### config.mk
export PLATFORM = sky130hd
export DESIGN_NAME = arp_frame_vlan_tag_normalizer_unit
export DESIGN_NICKNAME = d
export VERILOG_FILES = /design/src/rtl/arpvn_pkg.sv /design/src/rtl/arp_frame_vlan_tag_normalizer_unit.sv /design/src/rtl/arpvn_front.sv /design/src/rtl/arpvn_fifo.sv /design/src/rtl/arpvn_back.sv
export VERILOG_INCLUDE_DIRS = /design/src /design/src/rtl
export SDC_FILE = /design/constraint.sdc
export NUM_CORES = 1
export LEC_CHECK = 0
export BUFFER_PORTS_ARGS = -buffer_cell sky130_fd_sc_hd__buf_2
export CAP_MARGIN = 5
export CORE_MARGIN = 5
export CORE_UTILIZATION = 45
export DETAILED_ROUTE_END_ITERATION = 8
export GPL_ROUTABILITY_DRIVEN = 0
export PLACE_DENSITY = 0.71
export SLEW_MARGIN = 40
export SYNTH_ARGS = -nofsm -noshare
export SYNTH_HDL_FRONTEND = slang
export SYNTH_SLANG_ARGS = --single-unit
### constraint.sdc
create_clock -name clk_i -period 2.4 [get_ports clk_i]
set_input_delay 0.24 -clock clk_i [delete_from_list [all_inputs] [get_ports clk_i]]
set_output_delay 0.24 -clock clk_i [all_outputs]
set_load 0.02 [all_outputs]
### src/rtl/arp_frame_vlan_tag_normalizer_unit_defines.svh
// Assertion macros for the ARP VLAN tag normalizer.
// Used by the top level; expects clk_i and rst_ni in scope.
`ifndef ARP_FRAME_VLAN_TAG_NORMALIZER_UNIT_DEFINES_SVH
`define ARP_FRAME_VLAN_TAG_NORMALIZER_UNIT_DEFINES_SVH

// same-cycle implication, off during reset
`define AFVN_ASSERT(lbl, pre, post, msg) \
  lbl: assert property (@(posedge clk_i) disable iff (!rst_ni) (pre) |-> (post)) \
    else $error(msg);

// next-cycle implication, off during reset
`define AFVN_ASSERT_NEXT(lbl, pre, post, msg) \
  lbl: assert property (@(posedge clk_i) disable iff (!rst_ni) (pre) |=> (post)) \
    else $error(msg);

`endif

### src/rtl/arpvn_pkg.sv
// Shared types, constants and the header burst map of the ARP VLAN tag normalizer.
// No dependencies.
package arpvn_pkg;

  localparam int HdrDepth   = 22;
  localparam int HdrIdxW    = $clog2(HdrDepth);
  localparam int MacBytes   = 12;
  localparam int TagBytes   = 4;
  localparam int QueueDepth = 4;

  // header length at which each type word is complete
  localparam int DecTypeA = MacBytes + 2;
  localparam int DecTypeB = MacBytes + TagBytes + 2;
  localparam int DecTypeC = MacBytes + 2 * TagBytes + 2;

  localparam logic [7:0] EtArpHi  = 8'h08;
  localparam logic [7:0] EtArpLo  = 8'h06;
  localparam logic [7:0] TpidCHi  = 8'h81;
  localparam logic [7:0] TpidCLo  = 8'h00;
  localparam logic [7:0] TpidSHi  = 8'h88;
  localparam logic [7:0] TpidSLo  = 8'ha8;

  typedef enum logic [1:0] {
    OP_STORE,
    OP_BURST,
    OP_PASS,
    OP_DROP
  } op_e;

  typedef enum logic [1:0] {
    KIND_UNTAGGED,
    KIND_CTAG,
    KIND_STAG,
    KIND_DOUBLE
  } kind_e;

  typedef enum logic [1:0] {
    MODE_COLLECT,
    MODE_PASS,
    MODE_DISCARD
  } mode_e;

  typedef enum logic {
    BK_IDLE,
    BK_BURST
  } back_state_e;

  typedef struct packed {
    op_e                op;
    logic [7:0]         data;
    logic               last;
    kind_e              kind;
    logic [HdrIdxW-1:0] pos;
  } cmd_t;

  typedef struct packed {
    logic full;
    logic empty;
  } fifo_stat_t;

  typedef struct packed {
    logic               zero;
    logic [HdrIdxW-1:0] idx;
  } src_t;

  // Map output header position to stored byte, or to an inserted zero.
  function automatic src_t burst_src(kind_e kind, logic [HdrIdxW-1:0] i);
    src_t r;
    logic [HdrIdxW-1:0] tag0, tag1, tag2;
    tag0   = HdrIdxW'(MacBytes);
    tag1   = HdrIdxW'(MacBytes + TagBytes);
    tag2   = HdrIdxW'(MacBytes + 2 * TagBytes);
    r.zero = 1'b0;
    r.idx  = i;
    case (kind)
      KIND_UNTAGGED: begin
        if (i >= tag0 && i < tag2) r.zero = 1'b1;
        else if (i >= tag2) r.idx = i - HdrIdxW'(2 * TagBytes);
      end
      KIND_CTAG: begin
        if (i >= tag0 && i < tag1) r.zero = 1'b1;
        else if (i >= tag1) r.idx = i - HdrIdxW'(TagBytes);
      end
      KIND_STAG: begin
        if (i >= tag1 && i < tag2) r.zero = 1'b1;
        else if (i >= tag2) r.idx = i - HdrIdxW'(TagBytes);
      end
      default: begin
        r.idx = i;
      end
    endcase
    return r;
  endfunction

endpackage

### src/rtl/arp_frame_vlan_tag_normalizer_unit.sv
// Top level of the ARP VLAN tag normalizer: front end, command queue, back end.
// Depends on arpvn_pkg, arpvn_front, arpvn_fifo, arpvn_back and the defines header.
//
//   channel | handshake               | payload
//   --------+-------------------------+-------------------------------------
//   in      | in_valid_i / in_stall_o | in_byte_i, in_last_i
//   out     | out_valid_o/out_stall_i | out_byte_o, out_last_o, dropped_o
//
// Header and payload bytes are taken one per cycle while the queue has room.
// A kept frame's header leaves as a 22-byte burst from the header store; the
// back end pops no command meanwhile, so input stalls once the queue fills.
// Payload bytes then pass through the queue and then the output register.
// Reset is asynchronous and clears control state; the header store is not cleared.
// out_stall_i holds the output register and backs up the queue into in_stall_o.
`include "arp_frame_vlan_tag_normalizer_unit_defines.svh"

module arp_frame_vlan_tag_normalizer_unit #(
  parameter int QueueDepth = arpvn_pkg::QueueDepth
) (
  input  logic       clk_i,
  input  logic       rst_ni,
  input  logic       in_valid_i,
  output logic       in_stall_o,
  input  logic [7:0] in_byte_i,
  input  logic       in_last_i,
  output logic       out_valid_o,
  input  logic       out_stall_i,
  output logic [7:0] out_byte_o,
  output logic       out_last_o,
  output logic       dropped_o
);

  logic                  push, pop;
  arpvn_pkg::cmd_t       cmd_in, cmd_out;
  arpvn_pkg::fifo_stat_t fifo_stat;

  arpvn_front u_front (
    .clk_i      (clk_i),
    .rst_ni     (rst_ni),
    .in_valid_i (in_valid_i),
    .in_stall_o (in_stall_o),
    .in_byte_i  (in_byte_i),
    .in_last_i  (in_last_i),
    .q_full_i   (fifo_stat.full),
    .push_o     (push),
    .cmd_o      (cmd_in)
  );

  arpvn_fifo #(
    .Depth (QueueDepth)
  ) u_fifo (
    .clk_i  (clk_i),
    .rst_ni (rst_ni),
    .push_i (push),
    .cmd_i  (cmd_in),
    .pop_i  (pop),
    .cmd_o  (cmd_out),
    .stat_o (fifo_stat)
  );

  arpvn_back u_back (
    .clk_i       (clk_i),
    .rst_ni      (rst_ni),
    .cmd_i       (cmd_out),
    .q_empty_i   (fifo_stat.empty),
    .pop_o       (pop),
    .out_valid_o (out_valid_o),
    .out_stall_i (out_stall_i),
    .out_byte_o  (out_byte_o),
    .out_last_o  (out_last_o),
    .dropped_o   (dropped_o)
  );

  `AFVN_ASSERT(a_no_push_full, push, !fifo_stat.full, "command pushed into full queue")
  `AFVN_ASSERT(a_no_pop_empty, pop, !fifo_stat.empty, "command popped from empty queue")
  `AFVN_ASSERT(a_drop_form, out_valid_o && dropped_o, out_last_o && !(|out_byte_o), "bad drop")
  `AFVN_ASSERT_NEXT(a_push_fills, push && !pop, !fifo_stat.empty, "queue empty after push")

endmodule

### src/rtl/arpvn_front.sv
// Front end: accepts raw frame bytes, tracks the tag stack and issues commands.
// Depends on arpvn_pkg.
module arpvn_front (
  input  logic              clk_i,
  input  logic              rst_ni,
  input  logic              in_valid_i,
  output logic              in_stall_o,
  input  logic [7:0]        in_byte_i,
  input  logic              in_last_i,
  input  logic              q_full_i,
  output logic              push_o,
  output arpvn_pkg::cmd_t   cmd_o
);

  arpvn_pkg::mode_e                  mode_q, mode_d;
  logic [arpvn_pkg::HdrIdxW-1:0]     pos_q, pos_d;
  logic [7:0]                        prev_q, prev_d;
  logic                              cvlan_q, cvlan_d;

  logic                              accept;
  logic [arpvn_pkg::HdrIdxW-1:0]     n;
  logic                              is_arp, is_c, is_s;
  logic                              decide, drop;
  arpvn_pkg::kind_e                  kind;

  assign in_stall_o = q_full_i;
  assign accept     = in_valid_i && !q_full_i;
  assign n          = pos_q + 1'b1;
  assign is_arp = (prev_q == arpvn_pkg::EtArpHi) && (in_byte_i == arpvn_pkg::EtArpLo);
  assign is_c   = (prev_q == arpvn_pkg::TpidCHi) && (in_byte_i == arpvn_pkg::TpidCLo);
  assign is_s   = (prev_q == arpvn_pkg::TpidSHi) && (in_byte_i == arpvn_pkg::TpidSLo);

  always_comb begin
    decide = 1'b0;
    drop   = 1'b0;
    kind   = arpvn_pkg::KIND_UNTAGGED;
    if (n == arpvn_pkg::HdrIdxW'(arpvn_pkg::DecTypeA)) begin
      if (is_arp) decide = 1'b1;
      else if (!is_c && !is_s) drop = 1'b1;
    end else if (n == arpvn_pkg::HdrIdxW'(arpvn_pkg::DecTypeB)) begin
      if (cvlan_q) begin
        if (is_arp) begin
          decide = 1'b1;
          kind   = arpvn_pkg::KIND_CTAG;
        end else begin
          drop = 1'b1;
        end
      end else if (is_arp) begin
        decide = 1'b1;
        kind   = arpvn_pkg::KIND_STAG;
      end else if (!is_c) begin
        drop = 1'b1;
      end
    end else if (n >= arpvn_pkg::HdrIdxW'(arpvn_pkg::DecTypeC)) begin
      if (is_arp) begin
        decide = 1'b1;
        kind   = arpvn_pkg::KIND_DOUBLE;
      end else begin
        drop = 1'b1;
      end
    end
    // frame ended before its type was known
    if (!decide && !drop && in_last_i) drop = 1'b1;
  end

  always_comb begin
    mode_d  = mode_q;
    pos_d   = pos_q;
    prev_d  = prev_q;
    cvlan_d = cvlan_q;
    push_o  = 1'b0;
    cmd_o   = '{op: arpvn_pkg::OP_STORE, data: in_byte_i, last: in_last_i,
                kind: kind, pos: pos_q};
    if (accept) begin
      case (mode_q)
        arpvn_pkg::MODE_PASS: begin
          push_o   = 1'b1;
          cmd_o.op = arpvn_pkg::OP_PASS;
          if (in_last_i) mode_d = arpvn_pkg::MODE_COLLECT;
        end
        arpvn_pkg::MODE_DISCARD: begin
          if (in_last_i) mode_d = arpvn_pkg::MODE_COLLECT;
        end
        default: begin
          push_o = 1'b1;
          prev_d = in_byte_i;
          if (n == arpvn_pkg::HdrIdxW'(arpvn_pkg::DecTypeA)) cvlan_d = is_c;
          if (decide) begin
            cmd_o.op = arpvn_pkg::OP_BURST;
            pos_d    = '0;
            mode_d   = in_last_i ? arpvn_pkg::MODE_COLLECT : arpvn_pkg::MODE_PASS;
          end else if (drop) begin
            cmd_o.op = arpvn_pkg::OP_DROP;
            pos_d    = '0;
            mode_d   = in_last_i ? arpvn_pkg::MODE_COLLECT : arpvn_pkg::MODE_DISCARD;
          end else begin
            pos_d = n;
          end
        end
      endcase
    end
  end

  always_ff @(posedge clk_i or negedge rst_ni) begin
    if (!rst_ni) begin
      mode_q  <= arpvn_pkg::MODE_COLLECT;
      pos_q   <= '0;
      cvlan_q <= 1'b0;
    end else begin
      mode_q  <= mode_d;
      pos_q   <= pos_d;
      cvlan_q <= cvlan_d;
    end
  end

  always_ff @(posedge clk_i) begin
    prev_q <= prev_d;
  end

endmodule

### src/rtl/arpvn_fifo.sv
// Command queue between front end and back end.
// Depends on arpvn_pkg.
module arpvn_fifo #(
  parameter int Depth = arpvn_pkg::QueueDepth
) (
  input  logic                  clk_i,
  input  logic                  rst_ni,
  input  logic                  push_i,
  input  arpvn_pkg::cmd_t       cmd_i,
  input  logic                  pop_i,
  output arpvn_pkg::cmd_t       cmd_o,
  output arpvn_pkg::fifo_stat_t stat_o
);

  localparam int PtrW = $clog2(Depth);
  localparam int CntW = $clog2(Depth + 1);

  arpvn_pkg::cmd_t  entries_q [Depth];
  logic [PtrW-1:0]  wr_ptr_q, rd_ptr_q;
  logic [CntW-1:0]  count_q;
  logic             do_push, do_pop;

  function automatic logic [PtrW-1:0] bump(logic [PtrW-1:0] p);
    return (p == PtrW'(Depth - 1)) ? '0 : p + 1'b1;
  endfunction

  assign stat_o.full  = (count_q == CntW'(Depth));
  assign stat_o.empty = (count_q == '0);
  assign do_push      = push_i && !stat_o.full;
  assign do_pop       = pop_i && !stat_o.empty;
  assign cmd_o        = entries_q[rd_ptr_q];

  always_ff @(posedge clk_i or negedge rst_ni) begin
    if (!rst_ni) begin
      wr_ptr_q <= '0;
      rd_ptr_q <= '0;
      count_q  <= '0;
    end else begin
      if (do_push) wr_ptr_q <= bump(wr_ptr_q);
      if (do_pop)  rd_ptr_q <= bump(rd_ptr_q);
      if (do_push && !do_pop)      count_q <= count_q + 1'b1;
      else if (do_pop && !do_push) count_q <= count_q - 1'b1;
    end
  end

  always_ff @(posedge clk_i) begin
    if (do_push) entries_q[wr_ptr_q] <= cmd_i;
  end

endmodule

### src/rtl/arpvn_back.sv
// Back end: header store, header burst sequencer and output register.
// Depends on arpvn_pkg.
module arpvn_back (
  input  logic                  clk_i,
  input  logic                  rst_ni,
  input  arpvn_pkg::cmd_t       cmd_i,
  input  logic                  q_empty_i,
  output logic                  pop_o,
  output logic                  out_valid_o,
  input  logic                  out_stall_i,
  output logic [7:0]            out_byte_o,
  output logic                  out_last_o,
  output logic                  dropped_o
);

  localparam int W = arpvn_pkg::HdrIdxW;

  logic [7:0]             hdr_mem [arpvn_pkg::HdrDepth];

  arpvn_pkg::back_state_e state_q, state_d;
  logic [W-1:0]           cnt_q, cnt_d;
  arpvn_pkg::kind_e       kind_q, kind_d;
  logic                   last_q, last_d;
  logic                   out_valid_q;
  logic [7:0]             out_byte_q;
  logic                   out_last_q, dropped_q;

  logic                   adv, load, cnt_end;
  arpvn_pkg::src_t        src;

  assign adv     = !out_valid_q || !out_stall_i;
  assign cnt_end = (cnt_q == W'(arpvn_pkg::HdrDepth - 1));
  assign src     = arpvn_pkg::burst_src(kind_q, cnt_q);

  always_comb begin
    state_d = state_q;
    cnt_d   = cnt_q;
    kind_d  = kind_q;
    last_d  = last_q;
    pop_o   = 1'b0;
    load    = 1'b0;
    case (state_q)
      arpvn_pkg::BK_BURST: begin
        if (adv) begin
          load = 1'b1;
          if (cnt_end) state_d = arpvn_pkg::BK_IDLE;
          else cnt_d = cnt_q + 1'b1;
        end
      end
      default: begin
        if (!q_empty_i) begin
          case (cmd_i.op)
            arpvn_pkg::OP_STORE: begin
              pop_o = 1'b1;
            end
            arpvn_pkg::OP_BURST: begin
              pop_o   = 1'b1;
              state_d = arpvn_pkg::BK_BURST;
              cnt_d   = '0;
              kind_d  = cmd_i.kind;
              last_d  = cmd_i.last;
            end
            default: begin
              // pass byte or drop notice: needs the output register
              pop_o = adv;
              load  = adv;
            end
          endcase
        end
      end
    endcase
  end

  always_ff @(posedge clk_i or negedge rst_ni) begin
    if (!rst_ni) begin
      state_q     <= arpvn_pkg::BK_IDLE;
      cnt_q       <= '0;
      out_valid_q <= 1'b0;
    end else begin
      state_q <= state_d;
      cnt_q   <= cnt_d;
      if (load) out_valid_q <= 1'b1;
      else if (!out_stall_i) out_valid_q <= 1'b0;
    end
  end

  always_ff @(posedge clk_i) begin
    kind_q <= kind_d;
    last_q <= last_d;
    if (pop_o && (cmd_i.op == arpvn_pkg::OP_STORE || cmd_i.op == arpvn_pkg::OP_BURST)) begin
      hdr_mem[cmd_i.pos] <= cmd_i.data;
    end
    if (load) begin
      if (state_q == arpvn_pkg::BK_BURST) begin
        out_byte_q <= src.zero ? 8'h00 : hdr_mem[src.idx];
        out_last_q <= cnt_end && last_q;
        dropped_q  <= 1'b0;
      end else if (cmd_i.op == arpvn_pkg::OP_DROP) begin
        out_byte_q <= 8'h00;
        out_last_q <= 1'b1;
        dropped_q  <= 1'b1;
      end else begin
        out_byte_q <= cmd_i.data;
        out_last_q <= cmd_i.last;
        dropped_q  <= 1'b0;
      end
    end
  end

  assign out_valid_o = out_valid_q;
  assign out_byte_o  = out_byte_q;
  assign out_last_o  = out_last_q;
  assign dropped_o   = dropped_q;

endmodule
==> flow_metrics.tcl, run 1 <==
set metrics [dict create \
    post-place-ws_ps -52.0 \
    async_reset_ff_share_pct 7.56 \
    period_share_pct 99.5 \
    muxShareOfSynthArea_pct 13.6 \
    final_area_um2 14700 \
    finalWirelength_mm 25.5 \
    min_path_type "input port to register" \
    vias_per_cell 5.68 \
    grt_pass1_vias 6910 \
    fillCellCount 2031 \
    num_io_pins 25 \
    area_growth_pct 20.3 \
    io_buffers 24 \
    skew_ps 12.8 \
    clk_latency_ps 550 \
    cp_max_fo 2 \
    ys_seq_elements 291 \
    power_density_nw_per_um2 1280 \
    seq_area_frac_synth_pct 70.4 \
    startpoint_type "register" \
    synth-compound-area-share_pct 5.25 \
    slew_viol_final 0 \
    min_period_ps 2390 \
    cts_sinks 291 \
    r2r-start "u_fifo.rd_ptr_q[0]" \
    setup_ws_ps 12.0 \
    worstSetupPathType "register to register" \
    hold_depth 1 \
    grt.overflow.total 0 \
    postSynthAreaPerCell_um2 18.2 \
    synth_fa_ha_area_share_pct 2.21 \
    cp-end-kind "register" \
    timing.slew.headroom_pct 51.5 \
    routedWlPerCell_um 22.0 \
    fmax_ghz 0.419 \
    num_rows 60 \
    num_vias 6598 \
    grt_pass1_wl_mm 39.5 \
    crit_path_start "u_fifo.rd_ptr_q[0]" \
    max-clock-path-buffers 3 \
    setup_violations 0 \
    diodes 0 \
    synth_fp_nets 708 \
    die_area_um2 30600 \
    synth_edf_count 269 \
    arrival_ps 2820 \
    drc 0 \
    antenna_found_initial 0 \
    syn_area_um2 12200 \
    p_leak_nw 5.14 \
    syn_inst 674 \
    worstReg2RegEnd "u_fifo.count_q[1]" \
    hold_path_end "u_fifo.entries_q[2][7]" \
    cap_violations 0 \
    status "finished clean" \
    ant_nets 0 \
    drive_gt1_share_pct 33.4 \
    synth.distinct_cells 72 \
    grt_start_max_net_pins 43 \
    coreArea_um2 26900 \
    rsz0062_at_grt "true" \
    hold_violations 0 \
    clk_pin_slew_ps 60 \
    mostFrequentLayoutCell "edfxtp_1" \
    tightestPinTransition_ps 728 \
    cts_buffers 30 \
    clockRootBuffer "clkbuf_16" \
    drt_iter0_markers 554 \
    die_width_um 175 \
    r2r.worst_path.cells 7 \
    placed_cell_area_um2 13300 \
    drt_pass1_iterations 5 \
    min_from "in_last_i" \
    final_nets 834 \
    synth-xor-area-share_pct 0.562 \
    htree_levels 1 \
    synth_top_family_by_area "multiplexers" \
    die_h_um 175 \
    cts_tree "yes" \
    synthSimpleGateAreaFrac_pct 6.24 \
    final_cell_mix "edfxtp_1 (269), buf_4 (77), mux4_2 (58)" \
    yosys_warnings 0 \
    start_util_pct 45.6 \
    dp_hpwl_mm 16.8 \
    synth_flop_cell "edfxtp_1" \
    tns_ps 0 \
    grt.total_usage_pct 16.5 \
    regToRegSetupSlack_ps 10 \
    required_ps 2830 \
    ir_worst_vdd_mv 0.605 \
]
[logic make-up (layout without fill, tap and decap cells)]
group,Yosys count,after routing
fa+ha+maj,21,21
buf+inv,44,190
flops,291,291
simple gates,143,143
mux,94,94
compound gates,74,74
xor+xnor,7,7
[critical path, cell delays in order (launching register included)]
cell	delay (ps)
dfrtp_1	390
mux4_2	550
a311oi_2	320
inv_1	80
ha_2	200
inv_2	50
fa_1	410
mux2_4	280
[area by class of cell]
cell class | count | area [um^2] | area share, %
tap | 341 | 427 | 2.89
multi-input combinational | 339 | 3590 | 24.4
inverter | 18 | 67.6 | 0.458
sequential | 291 | 8630 | 58.6
clock inverter | 14 | 220 | 1.49
clock buffer | 38 | 832 | 5.65
timing repair buffer | 120 | 966 | 6.55
[what timing repair did]
action,4_1_cts,5_1_grt
hold endpoints to repair,60,0
endpoints found under the setup margin,90,97
pin swaps,1,14
hold buffers,10,0
resized for setup,9,38
setup buffers,1,11
cloned,0,2
[worst max path at each step]
stage | endpoint | depth (start not counted)
after floorplan | u_back.hdr_mem[0][0] | 5
after global placement | u_back.out_byte_o[4] | 7
after detailed placement | u_back.out_byte_o[5] | 8
after CTS | u_back.out_byte_o[5] | 8
after global routing | u_fifo.count_q[1] | 7
final | u_fifo.count_q[1] | 7
[metal layers]
metal / vias up / global-route usage (%) / wire, um
li1: 2944 / - / -
met1: 3416 / 23.1 / 11100
met2: 198 / 27.6 / 12600
met3: 40 / 2.32 / 1260
met4: 0 / 4.12 / 543
met5: - / 0 / 0
[synthesized netlist by cell type, types with 3 or more instances]
cell type	instances	area [um^2]
a211o_1	9	78.8
a211oi_1	9	67.6
a21o_1	4	30.0
a21oi_1	7	35.0
a31oi_1	3	18.8
and2_1	18	113
buf_2	11	55.1
clkbuf_1	10	37.5
dfrtp_1	22	551
edfxtp_1	269	8080
ha_1	20	250
inv_1	18	67.6
mux2_2	3	33.8
mux2i_1	33	330
mux4_2	58	1310
nand2_1	23	86.3
nand2b_1	6	37.5
nand3_1	7	35.0
nand3b_1	5	37.5
nor2_1	56	210
nor2b_1	4	25.0
nor3_1	3	15.0
o21ai_0	5	25.0
o311ai_0	3	26.3
or3_1	4	25.0
xnor2_1	4	35.0
[sequential cells by signal, summed over array words and instances (netlist names)]
register,flops
u_front.pos_q,5
u_back.dropped_o,1
u_back.hdr_mem,176
u_back.last_q,1
u_back.out_valid_o,1
u_front.prev_q,8
u_back.cnt_q,5
u_back.kind_q,2
u_fifo.entries_q,72
u_front.mode_q,2
u_back.out_last_o,1
u_fifo.count_q,3
u_back.out_byte_o,8
u_fifo.wr_ptr_q,2
u_fifo.rd_ptr_q,2
u_front.cvlan_q,1
u_back.state_q,1
[where the power goes]
part           switching, W  internal, W
Combinational       0.00371      0.00295
Sequential         0.000398      0.00691
Clock               0.00185      0.00307
[per-stage QoR]
stage               hold slack (ps)  util, %  std cells  power (W)
detailed placement              272     49.3       1085     0.0135
global placement                249     49.3       1085     0.0133
floorplan                     -55.6        -        674     0.0113
finish                         71.2     54.8       1161     0.0189
global route                   53.4     54.8       1161     0.0198
CTS                            42.0     53.7       1148     0.0185
No activity file was read; power rests on OpenSTA's default activity.
==> inputs of run 2 (changes only) <==
- RECOVER_POWER: default -> 50
==> flow_metrics.tcl, run 2 (synthesis results as in run 1) <==
set metrics [dict create \
    startpoint_type "register" \
    grt.overflow.total 0 \
    min_period_ps 2390 \
    ir_worst_vdd_mv 0.600 \
    period_share_pct 99.5 \
    cp_max_fo 2 \
    path_delay_family "multiplexers" \
    diodes 0 \
    cts_sinks 291 \
    hold_violations 0 \
    clk_latency_ps 550 \
    status "finished clean" \
    io_buffers 24 \
    final_util_pct 54.7 \
    clockRootBuffer "clkbuf_16" \
    rsz0062_at_grt "true" \
    cap_violations 0 \
    num_vias 6619 \
    cts_buffers 30 \
    die_area_um2 30600 \
    drt_pass1_iterations 5 \
    grt.total_usage_pct 16.5 \
    power_density_nw_per_um2 1280 \
    critPathMaxStageDelay_ps 550 \
    final_nets 834 \
    max-clock-path-buffers 3 \
    grt_start_max_net_pins 43 \
    post-place-ws_ps -52.0 \
    grt_pass1_wl_mm 39.5 \
    largest_register_ffs 176 \
    worstSetupPathType "register to register" \
    num_io_pins 25 \
    tightestPinTransition_ps 1420 \
    routedWlPerCell_um 22.0 \
    final_area_um2 14700 \
    coreArea_um2 26900 \
    start_util_pct 45.6 \
    worstPathCellList "mux4_2 -> a311oi_2 -> inv_1 -> ha_2 -> inv_2 -> fa_1 -> mux2_4" \
    ant_nets 0 \
    slew_viol_final 0 \
    min_path_type "input port to register" \
    drive_gt1_share_pct 30.2 \
    setup_ws_ps 11.6 \
    num_rows 60 \
    reg_top3 "u_back.hdr_mem (176), u_fifo.entries_q (72)" \
    dp_hpwl_mm 16.8 \
    setup_violations 0 \
    area_growth_pct 20.0 \
    vias_per_cell 5.70 \
    arrival_ps 2820 \
    p_total_w 0.0188 \
    crit_slowest_cell "mux4_2" \
    skew_ps 12.3 \
    placed_cell_area_um2 13300 \
    mostFrequentLayoutCell "edfxtp_1" \
    cts_tree "yes" \
    antenna_found_initial 0 \
    die_h_um 175 \
    timing.slew.headroom_pct 5.32 \
    finalWirelength_mm 25.6 \
    die_width_um 175 \
    p_leak_nw 5.07 \
    drc 0 \
    final_cell_mix "edfxtp_1 (269), buf_4 (73), mux4_2 (58)" \
    clk_pin_slew_ps 60 \
    cp-end-kind "register" \
    required_ps 2830 \
    grt_pass1_vias 6910 \
    max_flop_register "u_back.hdr_mem" \
    crit_buf_inv 2 \
    fmax_ghz 0.419 \
    htree_levels 1 \
    drt_iter0_markers 516 \
]
==> run 2: cell types whose count changed in the layout (fill, tap and decap cells not counted), sizes merged <==
cell and change:
buf -25, clkbuf +25
==> run 2: path summary, 6_finish.rpt <==
| path | startpoint | to | slack, ps | depth (start not counted) |
|---|---|---|---|---|
| hold / removal | in_valid_i | u_front.mode_q[1] | 90 | 4 |
| setup reg to reg | u_fifo.rd_ptr_q[0] | u_fifo.count_q[1] | 10 | 7 |
| min in group asynchronous | rst_ni | u_front.mode_q[0] | 560 | 2 |
| setup / recovery | u_fifo.rd_ptr_q[0] | u_fifo.count_q[1] | 10 | 7 |
| hold reg to reg | u_fifo.count_q[2] | u_fifo.count_q[2] | 490 | 1 |
| max in group asynchronous | rst_ni | u_back.cnt_q[0] | 910 | 2 |
==> run 2: report_power, final <==
group | leakage, nW | internal [W] | switching (W)
sequential | 2.71 | 0.00691 | 0.000401
combinational | 1.85 | 0.00291 | 0.00371
clock | 0.518 | 0.00307 | 0.00184
total | 5.07 | 0.0129 | 0.00595
==> run 2: tightest hold or removal path, cell delays in order <==
cell and delay (ps):
buf_2 90, nand2_1 90, nand2_1 90, o211ai_1 70
==> run 2: layout make-up <==
type                            count  area [um^2]
Clock buffer                       38          832
Timing Repair Buffer              120          926
Clock inverter                     14          220
Inverter                           18         67.6
Multi-Input combinational cell    339         3590
Fill cell                        2035        12200
Tap cell                          341          427
Sequential cell                   291         8630
==> run 2: what timing repair did <==
action                     in CTS  in global routing
hold endpoints to repair       60                  0
setup endpoints to repair      90                 97
cloned                          0                  2
pin swaps                       1                 14
buffers inserted                1                 11
resized for setup               9                 38
hold buffers                   10                  0
==> run 2: per-stage QoR <==
step | std cells | hold WS [ps] | TNS (ps)
4_1_cts | 1148 | 42.0 | 0
3_3_place_gp | 1085 | 249 | 0
5_1_grt | 1161 | 107 | -1320
2_1_floorplan | 674 | -55.6 | -3010
6_report | 1161 | 86.7 | 0
3_5_place_dp | 1085 | 272 | -467
==> run 2: layer usage <==
| metal | vias to the layer above | global-route usage (%) | share of wire [%] |
|---|---|---|---|
| met4 | 0 | 4.12 | 2.1 |
| met1 | 3413 | 23.1 | 43 |
| met3 | 40 | 2.32 | 5.3 |
| li1 | 2945 | - | - |
| met5 | - | 0 | 0 |
| met2 | 221 | 27.6 | 49 |
